**src/rtl/acpa_pkg.sv**
```systemverilog
// Shared types, constants and helper functions for the aligned contiguous page allocator.
// Depends on nothing. Used by the allocator core and its testbench.
`timescale 1ns / 1ps
`default_nettype none

package acpa_pkg;

  localparam int unsigned MAX_AREA_PAGES_DEF = 4096;

  localparam int unsigned FRAME_W     = 36;
  localparam int unsigned COUNT_W     = 13;
  localparam int unsigned ORDER_W     = 5;
  localparam int unsigned MAX_ORDER_W = 4;
  localparam int unsigned AREA_W      = 13;

  localparam int unsigned WORD_BITS = 64;
  localparam int unsigned LOG_WORD  = 6;

  localparam int unsigned ADD_W = FRAME_W + 1;

  localparam int unsigned APB_ADDR_W = 5;
  localparam int unsigned APB_DATA_W = 64;

  localparam logic [1:0] REG_BASE  = 2'd0;
  localparam logic [1:0] REG_AREA  = 2'd1;
  localparam logic [1:0] REG_ALIGN = 2'd2;

  localparam logic [MAX_ORDER_W-1:0] MAX_ORDER_RESET = 4'd8;

  typedef enum logic {
    CMD_ALLOC   = 1'b0,
    CMD_RELEASE = 1'b1
  } cmd_e;

  typedef enum logic [1:0] {
    STAT_OK    = 2'd0,
    STAT_FAIL  = 2'd1,
    STAT_RANGE = 2'd2
  } status_e;

  typedef struct packed {
    cmd_e               command;
    logic [COUNT_W-1:0] page_count;
    logic [ORDER_W-1:0] align_order;
    logic [FRAME_W-1:0] release_frame;
  } req_t;

  typedef struct packed {
    status_e            status;
    logic [FRAME_W-1:0] alloc_frame;
  } rsp_t;

  // Index of the lowest set bit; all ones when no bit is set.
  function automatic logic [LOG_WORD-1:0] first_one(input logic [WORD_BITS-1:0] v);
    logic [WORD_BITS-1:0] x;
    logic [LOG_WORD-1:0]  idx;
    int                   k;
    x   = v;
    idx = '0;
    for (k = LOG_WORD - 1; k >= 0; k--) begin
      if ((x & ((WORD_BITS'(1) << (1 << k)) - WORD_BITS'(1))) == '0) begin
        idx[k] = 1'b1;
        x      = x >> (1 << k);
      end
    end
    return idx;
  endfunction

endpackage

`default_nettype wire

```
**src/rtl/acpa_ram.sv**
```systemverilog
// Generic simple dual-port RAM: one write port, one read port, registered read data.
// Depends on nothing; holds the page bitmap words of the allocator.
`timescale 1ns / 1ps
`default_nettype none

module acpa_ram #(
  parameter int unsigned WIDTH = 64,
  parameter int unsigned DEPTH = 64,
  localparam int unsigned ADDR_W = (DEPTH > 1) ? $clog2(DEPTH) : 1
) (
  input  wire logic              clk_i,
  input  wire logic              we_i,
  input  wire logic [ADDR_W-1:0] waddr_i,
  input  wire logic [WIDTH-1:0]  wdata_i,
  input  wire logic [ADDR_W-1:0] raddr_i,
  output logic      [WIDTH-1:0]  rdata_o
);

  logic [WIDTH-1:0] mem_q [DEPTH];
  logic [WIDTH-1:0] rdata_q;

  always_ff @(posedge clk_i) begin
    if (we_i) begin
      mem_q[waddr_i] <= wdata_i;
    end
    rdata_q <= mem_q[raddr_i];
  end

  assign rdata_o = rdata_q;

endmodule

`default_nettype wire

```
**src/rtl/aligned_contiguous_page_allocator_core.sv**
```systemverilog
// Aligned contiguous page allocator: bitmap over one page area, first-fit aligned runs.
// Depends on acpa_pkg and acpa_ram.
// Flow: allocate fails at once for a zero count or an empty area; else it fits a candidate run,
//   reads and checks its bitmap words, skips to the next aligned candidate on a hit, then marks
//   the run word by word and forms the frame; release checks the range, then clears its pages
//   word by word. One transfer in flight; the next is taken in the cycle the result is presented.
// Reset: a clearing pass writes MAX_AREA_PAGES/64 words, stall held.
`timescale 1ns / 1ps
`default_nettype none

module aligned_contiguous_page_allocator_core import acpa_pkg::*; #(
  parameter int unsigned MAX_AREA_PAGES = MAX_AREA_PAGES_DEF
) (
  input  wire logic                  clk_i,
  input  wire logic                  rst_ni,
  input  wire logic                  req_valid_i,
  output logic                       req_stall_o,
  input  wire req_t                  req_i,
  output logic                       rsp_valid_o,
  input  wire logic                  rsp_stall_i,
  output rsp_t                       rsp_o,
  input  wire logic                  psel,
  input  wire logic                  penable,
  input  wire logic                  pwrite,
  input  wire logic [APB_ADDR_W-1:0] paddr,
  input  wire logic [APB_DATA_W-1:0] pwdata,
  output logic      [APB_DATA_W-1:0] prdata,
  output logic                       pready
);

  localparam int unsigned MAP_WORDS = (MAX_AREA_PAGES + WORD_BITS - 1) / WORD_BITS;
  localparam int unsigned WW = (MAP_WORDS > 1) ? $clog2(MAP_WORDS) : 1;
  localparam int unsigned AW = $clog2(MAX_AREA_PAGES + 1);
  localparam int unsigned SW = ((AW > 16) ? AW : 16) + 1;
  localparam logic [SW-1:0] MAX_PAGES = SW'(MAX_AREA_PAGES);
  localparam logic [WW-1:0] LAST_WORD = WW'(MAP_WORDS - 1);

  localparam logic [3:0] ST_CLR   = 4'd0;
  localparam logic [3:0] ST_IDLE  = 4'd1;
  localparam logic [3:0] ST_AFIT  = 4'd2;
  localparam logic [3:0] ST_SRD   = 4'd3;
  localparam logic [3:0] ST_SCHK  = 4'd4;
  localparam logic [3:0] ST_SADV  = 4'd5;
  localparam logic [3:0] ST_RLIM  = 4'd6;
  localparam logic [3:0] ST_ROFF  = 4'd7;
  localparam logic [3:0] ST_REND  = 4'd8;
  localparam logic [3:0] ST_MRD   = 4'd9;
  localparam logic [3:0] ST_MWR   = 4'd10;
  localparam logic [3:0] ST_FRAME = 4'd11;
  localparam logic [3:0] ST_DONE  = 4'd12;

  // configuration registers
  logic [FRAME_W-1:0]     base_q;
  logic [AREA_W-1:0]      area_q;
  logic [MAX_ORDER_W-1:0] max_order_q;
  logic                   apb_wr;

  // control
  logic [3:0]    state_q, state_d;
  logic [WW-1:0] clr_q, clr_d;
  logic          rsp_valid_q, rsp_valid_d;
  rsp_t          rsp_q, rsp_d;

  // working registers
  cmd_e                   cmd_q, cmd_d;
  logic [COUNT_W-1:0]     cnt_q, cnt_d;
  logic [MAX_ORDER_W-1:0] order_q, order_d;
  logic [FRAME_W-1:0]     rel_q, rel_d;
  logic [SW-1:0]          p_q, p_d;
  logic [SW-1:0]          i_q, i_d;
  logic [SW-1:0]          end_q, end_d;
  logic [SW-1:0]          hit_q, hit_d;
  status_e                status_q, status_d;
  logic [FRAME_W-1:0]     frame_q, frame_d;

  // shared adder
  logic [ADD_W-1:0] add_a, add_b, add_sum;
  logic             add_sub;

  // datapath
  logic                 req_accept;
  logic [SW-1:0]        area_eff;
  logic [SW-1:0]        step;
  logic [SW-1:0]        word_base, word_end, lim;
  logic [WORD_BITS-1:0] lo_mask, hi_mask, run_mask, hits;
  logic [ADD_W-1:0]     rel_hi;
  logic [WW-1:0]        word_addr;
  logic                 ram_we;
  logic [WW-1:0]        ram_waddr;
  logic [WORD_BITS-1:0] ram_wdata, ram_rdata;

  assign pready = 1'b1;
  assign apb_wr = psel & penable & pwrite;

  always_ff @(posedge clk_i or negedge rst_ni) begin
    if (!rst_ni) begin
      base_q      <= '0;
      area_q      <= '0;
      max_order_q <= MAX_ORDER_RESET;
    end else if (apb_wr) begin
      unique case (paddr[APB_ADDR_W-1:3])
        REG_BASE:  base_q      <= pwdata[FRAME_W-1:0];
        REG_AREA:  area_q      <= pwdata[AREA_W-1:0];
        REG_ALIGN: max_order_q <= pwdata[MAX_ORDER_W-1:0];
        default: ;
      endcase
    end
  end

  always_comb begin
    unique case (paddr[APB_ADDR_W-1:3])
      REG_BASE:  prdata = APB_DATA_W'(base_q);
      REG_AREA:  prdata = APB_DATA_W'(area_q);
      REG_ALIGN: prdata = APB_DATA_W'(max_order_q);
      default:   prdata = '0;
    endcase
  end

  assign area_eff = (SW'(area_q) > MAX_PAGES) ? MAX_PAGES : SW'(area_q);
  assign step     = SW'(1) << order_q;

  // word window for the current position
  assign word_base = {i_q[SW-1:LOG_WORD], LOG_WORD'(0)};
  assign word_end  = word_base + SW'(WORD_BITS);
  assign lim       = (end_q < word_end) ? end_q : word_end;
  assign lo_mask   = {WORD_BITS{1'b1}} << i_q[LOG_WORD-1:0];
  assign hi_mask   = (lim == word_end) ? {WORD_BITS{1'b1}}
                                       : ~({WORD_BITS{1'b1}} << lim[LOG_WORD-1:0]);
  assign run_mask  = lo_mask & hi_mask;
  assign hits      = ram_rdata & run_mask;
  assign word_addr = WW'(i_q >> LOG_WORD);

  always_comb begin
    add_a   = '0;
    add_b   = '0;
    add_sub = 1'b0;
    unique case (state_q)
      ST_AFIT: begin
        add_a = ADD_W'(p_q);
        add_b = ADD_W'(cnt_q);
      end
      ST_SADV: begin
        add_a = ADD_W'(hit_q);
        add_b = ADD_W'(step);
      end
      ST_RLIM: begin
        add_a = ADD_W'(base_q);
        add_b = ADD_W'(area_eff);
      end
      ST_ROFF: begin
        add_a   = ADD_W'(rel_q);
        add_b   = ADD_W'(base_q);
        add_sub = 1'b1;
      end
      ST_REND: begin
        add_a = ADD_W'(i_q);
        add_b = ADD_W'(cnt_q);
      end
      ST_FRAME: begin
        add_a = ADD_W'(base_q);
        add_b = ADD_W'(p_q);
      end
      default: ;
    endcase
  end

  assign add_sum = add_sub ? (add_a - add_b) : (add_a + add_b);
  assign rel_hi  = (add_sum < ADD_W'(area_eff)) ? add_sum : ADD_W'(area_eff);

  assign req_stall_o = (state_q != ST_IDLE);
  assign req_accept  = req_valid_i & ~req_stall_o;

  always_comb begin
    state_d     = state_q;
    clr_d       = clr_q;
    rsp_valid_d = rsp_valid_q & rsp_stall_i;
    rsp_d       = rsp_q;
    cmd_d       = cmd_q;
    cnt_d       = cnt_q;
    order_d     = order_q;
    rel_d       = rel_q;
    p_d         = p_q;
    i_d         = i_q;
    end_d       = end_q;
    hit_d       = hit_q;
    status_d    = status_q;
    frame_d     = frame_q;
    ram_we      = 1'b0;
    ram_waddr   = word_addr;
    ram_wdata   = '0;

    unique case (state_q)
      ST_CLR: begin
        ram_we    = 1'b1;
        ram_waddr = clr_q;
        if (clr_q == LAST_WORD) begin
          state_d = ST_IDLE;
        end else begin
          clr_d = clr_q + WW'(1);
        end
      end
      ST_IDLE: begin
        if (req_accept) begin
          cmd_d    = req_i.command;
          cnt_d    = req_i.page_count;
          rel_d    = req_i.release_frame;
          order_d  = (req_i.align_order > ORDER_W'(max_order_q)) ? max_order_q
                                                                  : req_i.align_order[MAX_ORDER_W-1:0];
          p_d      = '0;
          i_d      = '0;
          status_d = STAT_OK;
          frame_d  = '0;
          if (req_i.command == CMD_RELEASE) begin
            state_d = ST_RLIM;
          end else if (req_i.page_count == '0 || area_q == '0) begin
            status_d = STAT_FAIL;
            state_d  = ST_DONE;
          end else begin
            state_d = ST_AFIT;
          end
        end
      end
      ST_AFIT: begin
        end_d = add_sum[SW-1:0];
        i_d   = p_q;
        if (add_sum > ADD_W'(area_eff)) begin
          status_d = STAT_FAIL;
          state_d  = ST_DONE;
        end else begin
          state_d = ST_SRD;
        end
      end
      ST_SRD: begin
        state_d = ST_SCHK;
      end
      ST_SCHK: begin
        if (hits != '0) begin
          hit_d   = {i_q[SW-1:LOG_WORD], first_one(hits)};
          state_d = ST_SADV;
        end else if (lim == end_q) begin
          i_d     = p_q;
          state_d = ST_MRD;
        end else begin
          i_d     = lim;
          state_d = ST_SRD;
        end
      end
      ST_SADV: begin
        p_d     = add_sum[SW-1:0] & ~(step - SW'(1));
        state_d = ST_AFIT;
      end
      ST_RLIM: begin
        if (rel_q < base_q || ADD_W'(rel_q) >= add_sum) begin
          status_d = STAT_RANGE;
          state_d  = ST_DONE;
        end else begin
          state_d = ST_ROFF;
        end
      end
      ST_ROFF: begin
        i_d     = add_sum[SW-1:0];
        state_d = ST_REND;
      end
      ST_REND: begin
        end_d = rel_hi[SW-1:0];
        if (rel_hi == ADD_W'(i_q)) begin
          state_d = ST_DONE;
        end else begin
          state_d = ST_MRD;
        end
      end
      ST_MRD: begin
        state_d = ST_MWR;
      end
      ST_MWR: begin
        ram_we    = 1'b1;
        ram_wdata = (cmd_q == CMD_ALLOC) ? (ram_rdata | run_mask) : (ram_rdata & ~run_mask);
        i_d       = lim;
        if (lim == end_q) begin
          state_d = (cmd_q == CMD_ALLOC) ? ST_FRAME : ST_DONE;
        end else begin
          state_d = ST_MRD;
        end
      end
      ST_FRAME: begin
        frame_d = add_sum[FRAME_W-1:0];
        state_d = ST_DONE;
      end
      ST_DONE: begin
        if (!rsp_valid_q || !rsp_stall_i) begin
          rsp_valid_d       = 1'b1;
          rsp_d.status      = status_q;
          rsp_d.alloc_frame = frame_q;
          state_d           = ST_IDLE;
        end
      end
      default: begin
        state_d = ST_IDLE;
      end
    endcase
  end

  always_ff @(posedge clk_i or negedge rst_ni) begin
    if (!rst_ni) begin
      state_q     <= ST_CLR;
      clr_q       <= '0;
      rsp_valid_q <= 1'b0;
    end else begin
      state_q     <= state_d;
      clr_q       <= clr_d;
      rsp_valid_q <= rsp_valid_d;
    end
  end

  always_ff @(posedge clk_i) begin
    rsp_q    <= rsp_d;
    cmd_q    <= cmd_d;
    cnt_q    <= cnt_d;
    order_q  <= order_d;
    rel_q    <= rel_d;
    p_q      <= p_d;
    i_q      <= i_d;
    end_q    <= end_d;
    hit_q    <= hit_d;
    status_q <= status_d;
    frame_q  <= frame_d;
  end

  assign rsp_valid_o = rsp_valid_q;
  assign rsp_o       = rsp_q;

  acpa_ram #(
    .WIDTH(WORD_BITS),
    .DEPTH(MAP_WORDS)
  ) u_map_ram (
    .clk_i  (clk_i),
    .we_i   (ram_we),
    .waddr_i(ram_waddr),
    .wdata_i(ram_wdata),
    .raddr_i(word_addr),
    .rdata_o(ram_rdata)
  );

  a_fail_no_frame: assert property (@(posedge clk_i) disable iff (!rst_ni)
    (rsp_valid_o && rsp_o.status != STAT_OK) |-> rsp_o.alloc_frame == '0)
    else $error("failed transfer carries a frame");

  a_accept_blocks: assert property (@(posedge clk_i) disable iff (!rst_ni)
    req_accept |=> req_stall_o)
    else $error("second transfer taken while busy");

  a_scan_window: assert property (@(posedge clk_i) disable iff (!rst_ni)
    (state_q == ST_SCHK) |-> (i_q < end_q && end_q <= area_eff))
    else $error("scan position outside candidate run");

  a_modify_window: assert property (@(posedge clk_i) disable iff (!rst_ni)
    (state_q == ST_MWR) |-> (i_q < end_q && end_q <= area_eff))
    else $error("bitmap update outside run");

endmodule

`default_nettype wire

```
**config.mk**
```make
export PLATFORM = sky130hd
export DESIGN_NAME = aligned_contiguous_page_allocator_core
export DESIGN_NICKNAME = d
export VERILOG_FILES = /design/src/rtl/acpa_pkg.sv /design/src/rtl/acpa_ram.sv /design/src/rtl/aligned_contiguous_page_allocator_core.sv
export SDC_FILE = /design/constraint.sdc
export NUM_CORES = 2
export LEC_CHECK = 0
export CORE_UTILIZATION = 62
export CTS_BUF_LIST = sky130_fd_sc_hd__clkbuf_8
export CTS_CLUSTER_DIAMETER = 80
export DETAILED_ROUTE_END_ITERATION = 10
export DONT_BUFFER_PORTS = 1
export GPL_TIMING_DRIVEN = 0
export PLACE_DENSITY_LB_ADDON = 0.15
export SLEW_MARGIN = 30
export SYNTH_ARGS = -nofsm -noshare
export SYNTH_HDL_FRONTEND = slang
export SYNTH_SLANG_ARGS = --single-unit
```
**constraint.sdc**
```tcl
create_clock -name clk_i -period 9.85 [get_ports clk_i]
set_input_delay 0 -clock clk_i [delete_from_list [all_inputs] [get_ports clk_i]]
set_output_delay 0 -clock clk_i [all_outputs]
set_load 0.01 [all_outputs]
```
==> results.md <==
* Router iterations before antenna repair at 9
* Fin crit period at 9.54 ns
* Die area at 288000 um2
* Share of layout cells above drive strength 1 at 28.0%
* Ys flop type: edfxtp_1
* Slowest cell on the critical path: or4b_2
* Sequential cell area fraction in the yosys report at 74.3%
* Final Skew at 0.0931 ns
* Clock root cell: clkbuf_8
* CP bufs+invs at 5
* Critical Path End Type: register
* Worst EP required at 10.92 ns
* Max IR drop VDD at 0.401 mV
* GR Overflow Total at 0
* CTS Sinks at 4422
* Yosys warns at 0
* CTS clk-pin slew, worst paths at 0.07 ns
* Pwr/cell area at 293 nW/um2
* Reg area at 132000 um2
* Synth unique cells at 90
* Post-DP HPWL at 445000 um
* #FFs+latches synth at 4422
* Worst relative slew slack at 16.4%
* Fillers at 15400
* # setup viols final at 0
* Leading cell type in the layout, fill and taps excluded: edfxtp_1
* Area delta synth->final at 19.5%
* Mapped Area at 177000 um2
* Final hold slack at 0.00470 ns
* Routed vias/inst at 7.22
* Area of the multi-input gates at 44500 um2
* Worst path arrival time at 10.61 ns
* Initial antenna violation count at 50
* Placed insts at 13000
* Final TNS setup at 0 ns
* DRC violations left at 0
* Gpl congestion at 1.04
* TritonCTS clock tree: done
* Initial drt markers at 16700
* Max Slew Vio Count at 0
* Core area at 285000 um2
* H-tree depth at 6
* Total wire length at 624000 um
* Antenna Nets Post-Route at 0
* Max-cap check violation count at 0
* Outcome: finished clean
* Slowest stage delay, CP at 0.64 ns
* Power consumption at 62.2 mW
* Post-DR wirelength/cell at 42.7 um
* Starting density of the core at 62.3%
* Largest net degree at the start of global routing at 65
* Critical path's top delay family: compound AO/OA/AOI/OAI gates
* EDFF count, synth at 4294
* Total CTS buffers at 671
* I/O pin total at 236
* Worst-Margin Slew at 1.25 ns
* Vias at 106000
* # rows at 196
* Nets at 10500
* Peak Freq at 105 MHz
* Most frequent cells in the layout: edfxtp_1, mux4_2, clkbuf_8
* Post-synthesis async set-or-reset flop share at 1.45%
* Period utilization at 96.9%
* Clk buf depth at 4
* Startpoint Class: register
* Finished Layout Cells at 14600
* Maximum fanout along the worst path at 12
* Port Buffers at 0
* Hold Path Class: in2reg
* RSZ-0062 raised after global routing: no
* First-pass GRT wire length at 836000 um
* Setup CP Type: reg2reg
* Chip Width at 537 um
* Pleak at 63.8 nW
* GRT Util Overall at 43.6%
* Synth Instances at 8762
* Die Span Y at 537 um
* Fin. Hold Viols at 0
* Worst skew pair latency at 1.31 ns
* Vias in the first global route at 103000
* Mean Syn Cell Area at 20.3 um2
-- state kept, by name, indices dropped and copies added (netlist names) --
register	count
end_q	17
max_order_q	4
rsp_valid_o	1
rel_q	36
cnt_q	13
status_q	2
u_map_ram.rdata_o	64
rsp_o	38
frame_q	36
cmd_q	1
hit_q	17
state_q	4
order_q	4
clr_q	6
i_q	17
base_q	36
area_q	13
u_map_ram.mem_q	4096
p_q	17
-- power breakdown --
| part | internal, mW | leakage, nW | total [mW] | switching [mW] |
|---|---|---|---|---|
| Sequential | 22.3 | 35.1 | 23.2 | 0.876 |
| Clock | 7.02 | 7.32 | 14.4 | 7.38 |
| Combinational | 8.46 | 21.4 | 24.7 | 16.2 |
-- through the flow --
stage,worst slack (ns),cell area (um2),utilization [%]
after global routing,0.0131,212000,74.4
final,0.309,212000,74.4
after CTS,0.0126,212000,74.4
after floorplan,1.63,178000,-
after detailed placement,-1.02,196000,68.9
after global placement,-6.63,182000,64.0
-- synth_stat cells, types with 63 or more instances --
| master | instances | area (um2) |
|---|---|---|
| edfxtp_1 | 4294 | 129000 |
| mux4_2 | 1167 | 26300 |
| clkbuf_1 | 351 | 1320 |
| nor2_1 | 326 | 1220 |
| nand2_1 | 301 | 1130 |
| mux2i_1 | 269 | 2690 |
| a21oi_1 | 245 | 1230 |
| o21ai_0 | 225 | 1130 |
| ha_1 | 136 | 1700 |
| buf_1 | 124 | 465 |
| o221ai_1 | 104 | 911 |
| inv_1 | 98 | 368 |
| o22ai_1 | 81 | 507 |
| nand3_1 | 80 | 400 |
| nor3_1 | 77 | 385 |
| dfxtp_1 | 64 | 1280 |
| dfrtp_1 | 63 | 1580 |
-- cells by family after synthesis --
family,share of synthesized area [%]
flip-flops,74.3
multiplexers,16.5
AO/OA/AOI/OAI,3.87
AND/OR/NAND/NOR,2.67
buffers and inverters,1.38
adder cells (fa/ha/maj),0.970
XOR/XNOR,0.362
other,0.00423
-- worst reg2reg max path, delay by kind of cell, from the launching register on --
| kind | cells | cell delay, ns |
|---|---|---|
| buffers and inverters | 5 | 0.94 |
| AOI/OAI and AO/OA | 17 | 4.10 |
| and+or+nand+nor | 8 | 2.79 |
| DFF | 1 | 0.57 |
| adders and majority gates | 3 | 0.88 |
-- per-layer routing --
metal	global-route usage, %	vias up	part of all wire [%]
li1	-	39900	-
met1	54.8	54000	33
met2	64.7	9608	45
met3	14.5	1988	14
met4	30.4	26	8.1
met5	0	-	0.049
-- path summary, 6_finish.rpt --
| path | start | slack, ns | endpoint | depth (start not counted) |
|---|---|---|---|---|
| max | area_q[12] | 0.31 | status_q[0] | 33 |
| min | pwdata[25] | 0.005 | base_q[25] | 4 |
| max reg2reg | area_q[12] | 0.31 | status_q[0] | 33 |
| min reg2reg | frame_q[4] | 0.41 | rsp_o[4] | 0 |
| max in group asynchronous | rst_ni | 8.96 | max_order_q[3] | 5 |
| min in group asynchronous | rst_ni | 0.50 | base_q[5] | 5 |
-- repair_timing --
action                                 CTS  global route
gates resized for setup                  6            19
pin swaps                                1             1
endpoints found under the hold margin  341             0
hold buffers                           300             0
buffers inserted                         2             1
setup endpoints to repair               23            21
-- cell type report --
class | count | share of cell area (%)
Antenna cell | 62 | 0.0731
Buffer | 512 | 1.12
Clock buffer | 713 | 4.63
Clock inverter | 490 | 1.30
Inverter | 102 | 0.184
Multi-Input combinational cell | 3751 | 21.0
Sequential cell | 4422 | 62.1
Tap cell | 3762 | 2.22
Timing Repair Buffer | 801 | 7.35
No activity file was read; power rests on OpenSTA's default activity.
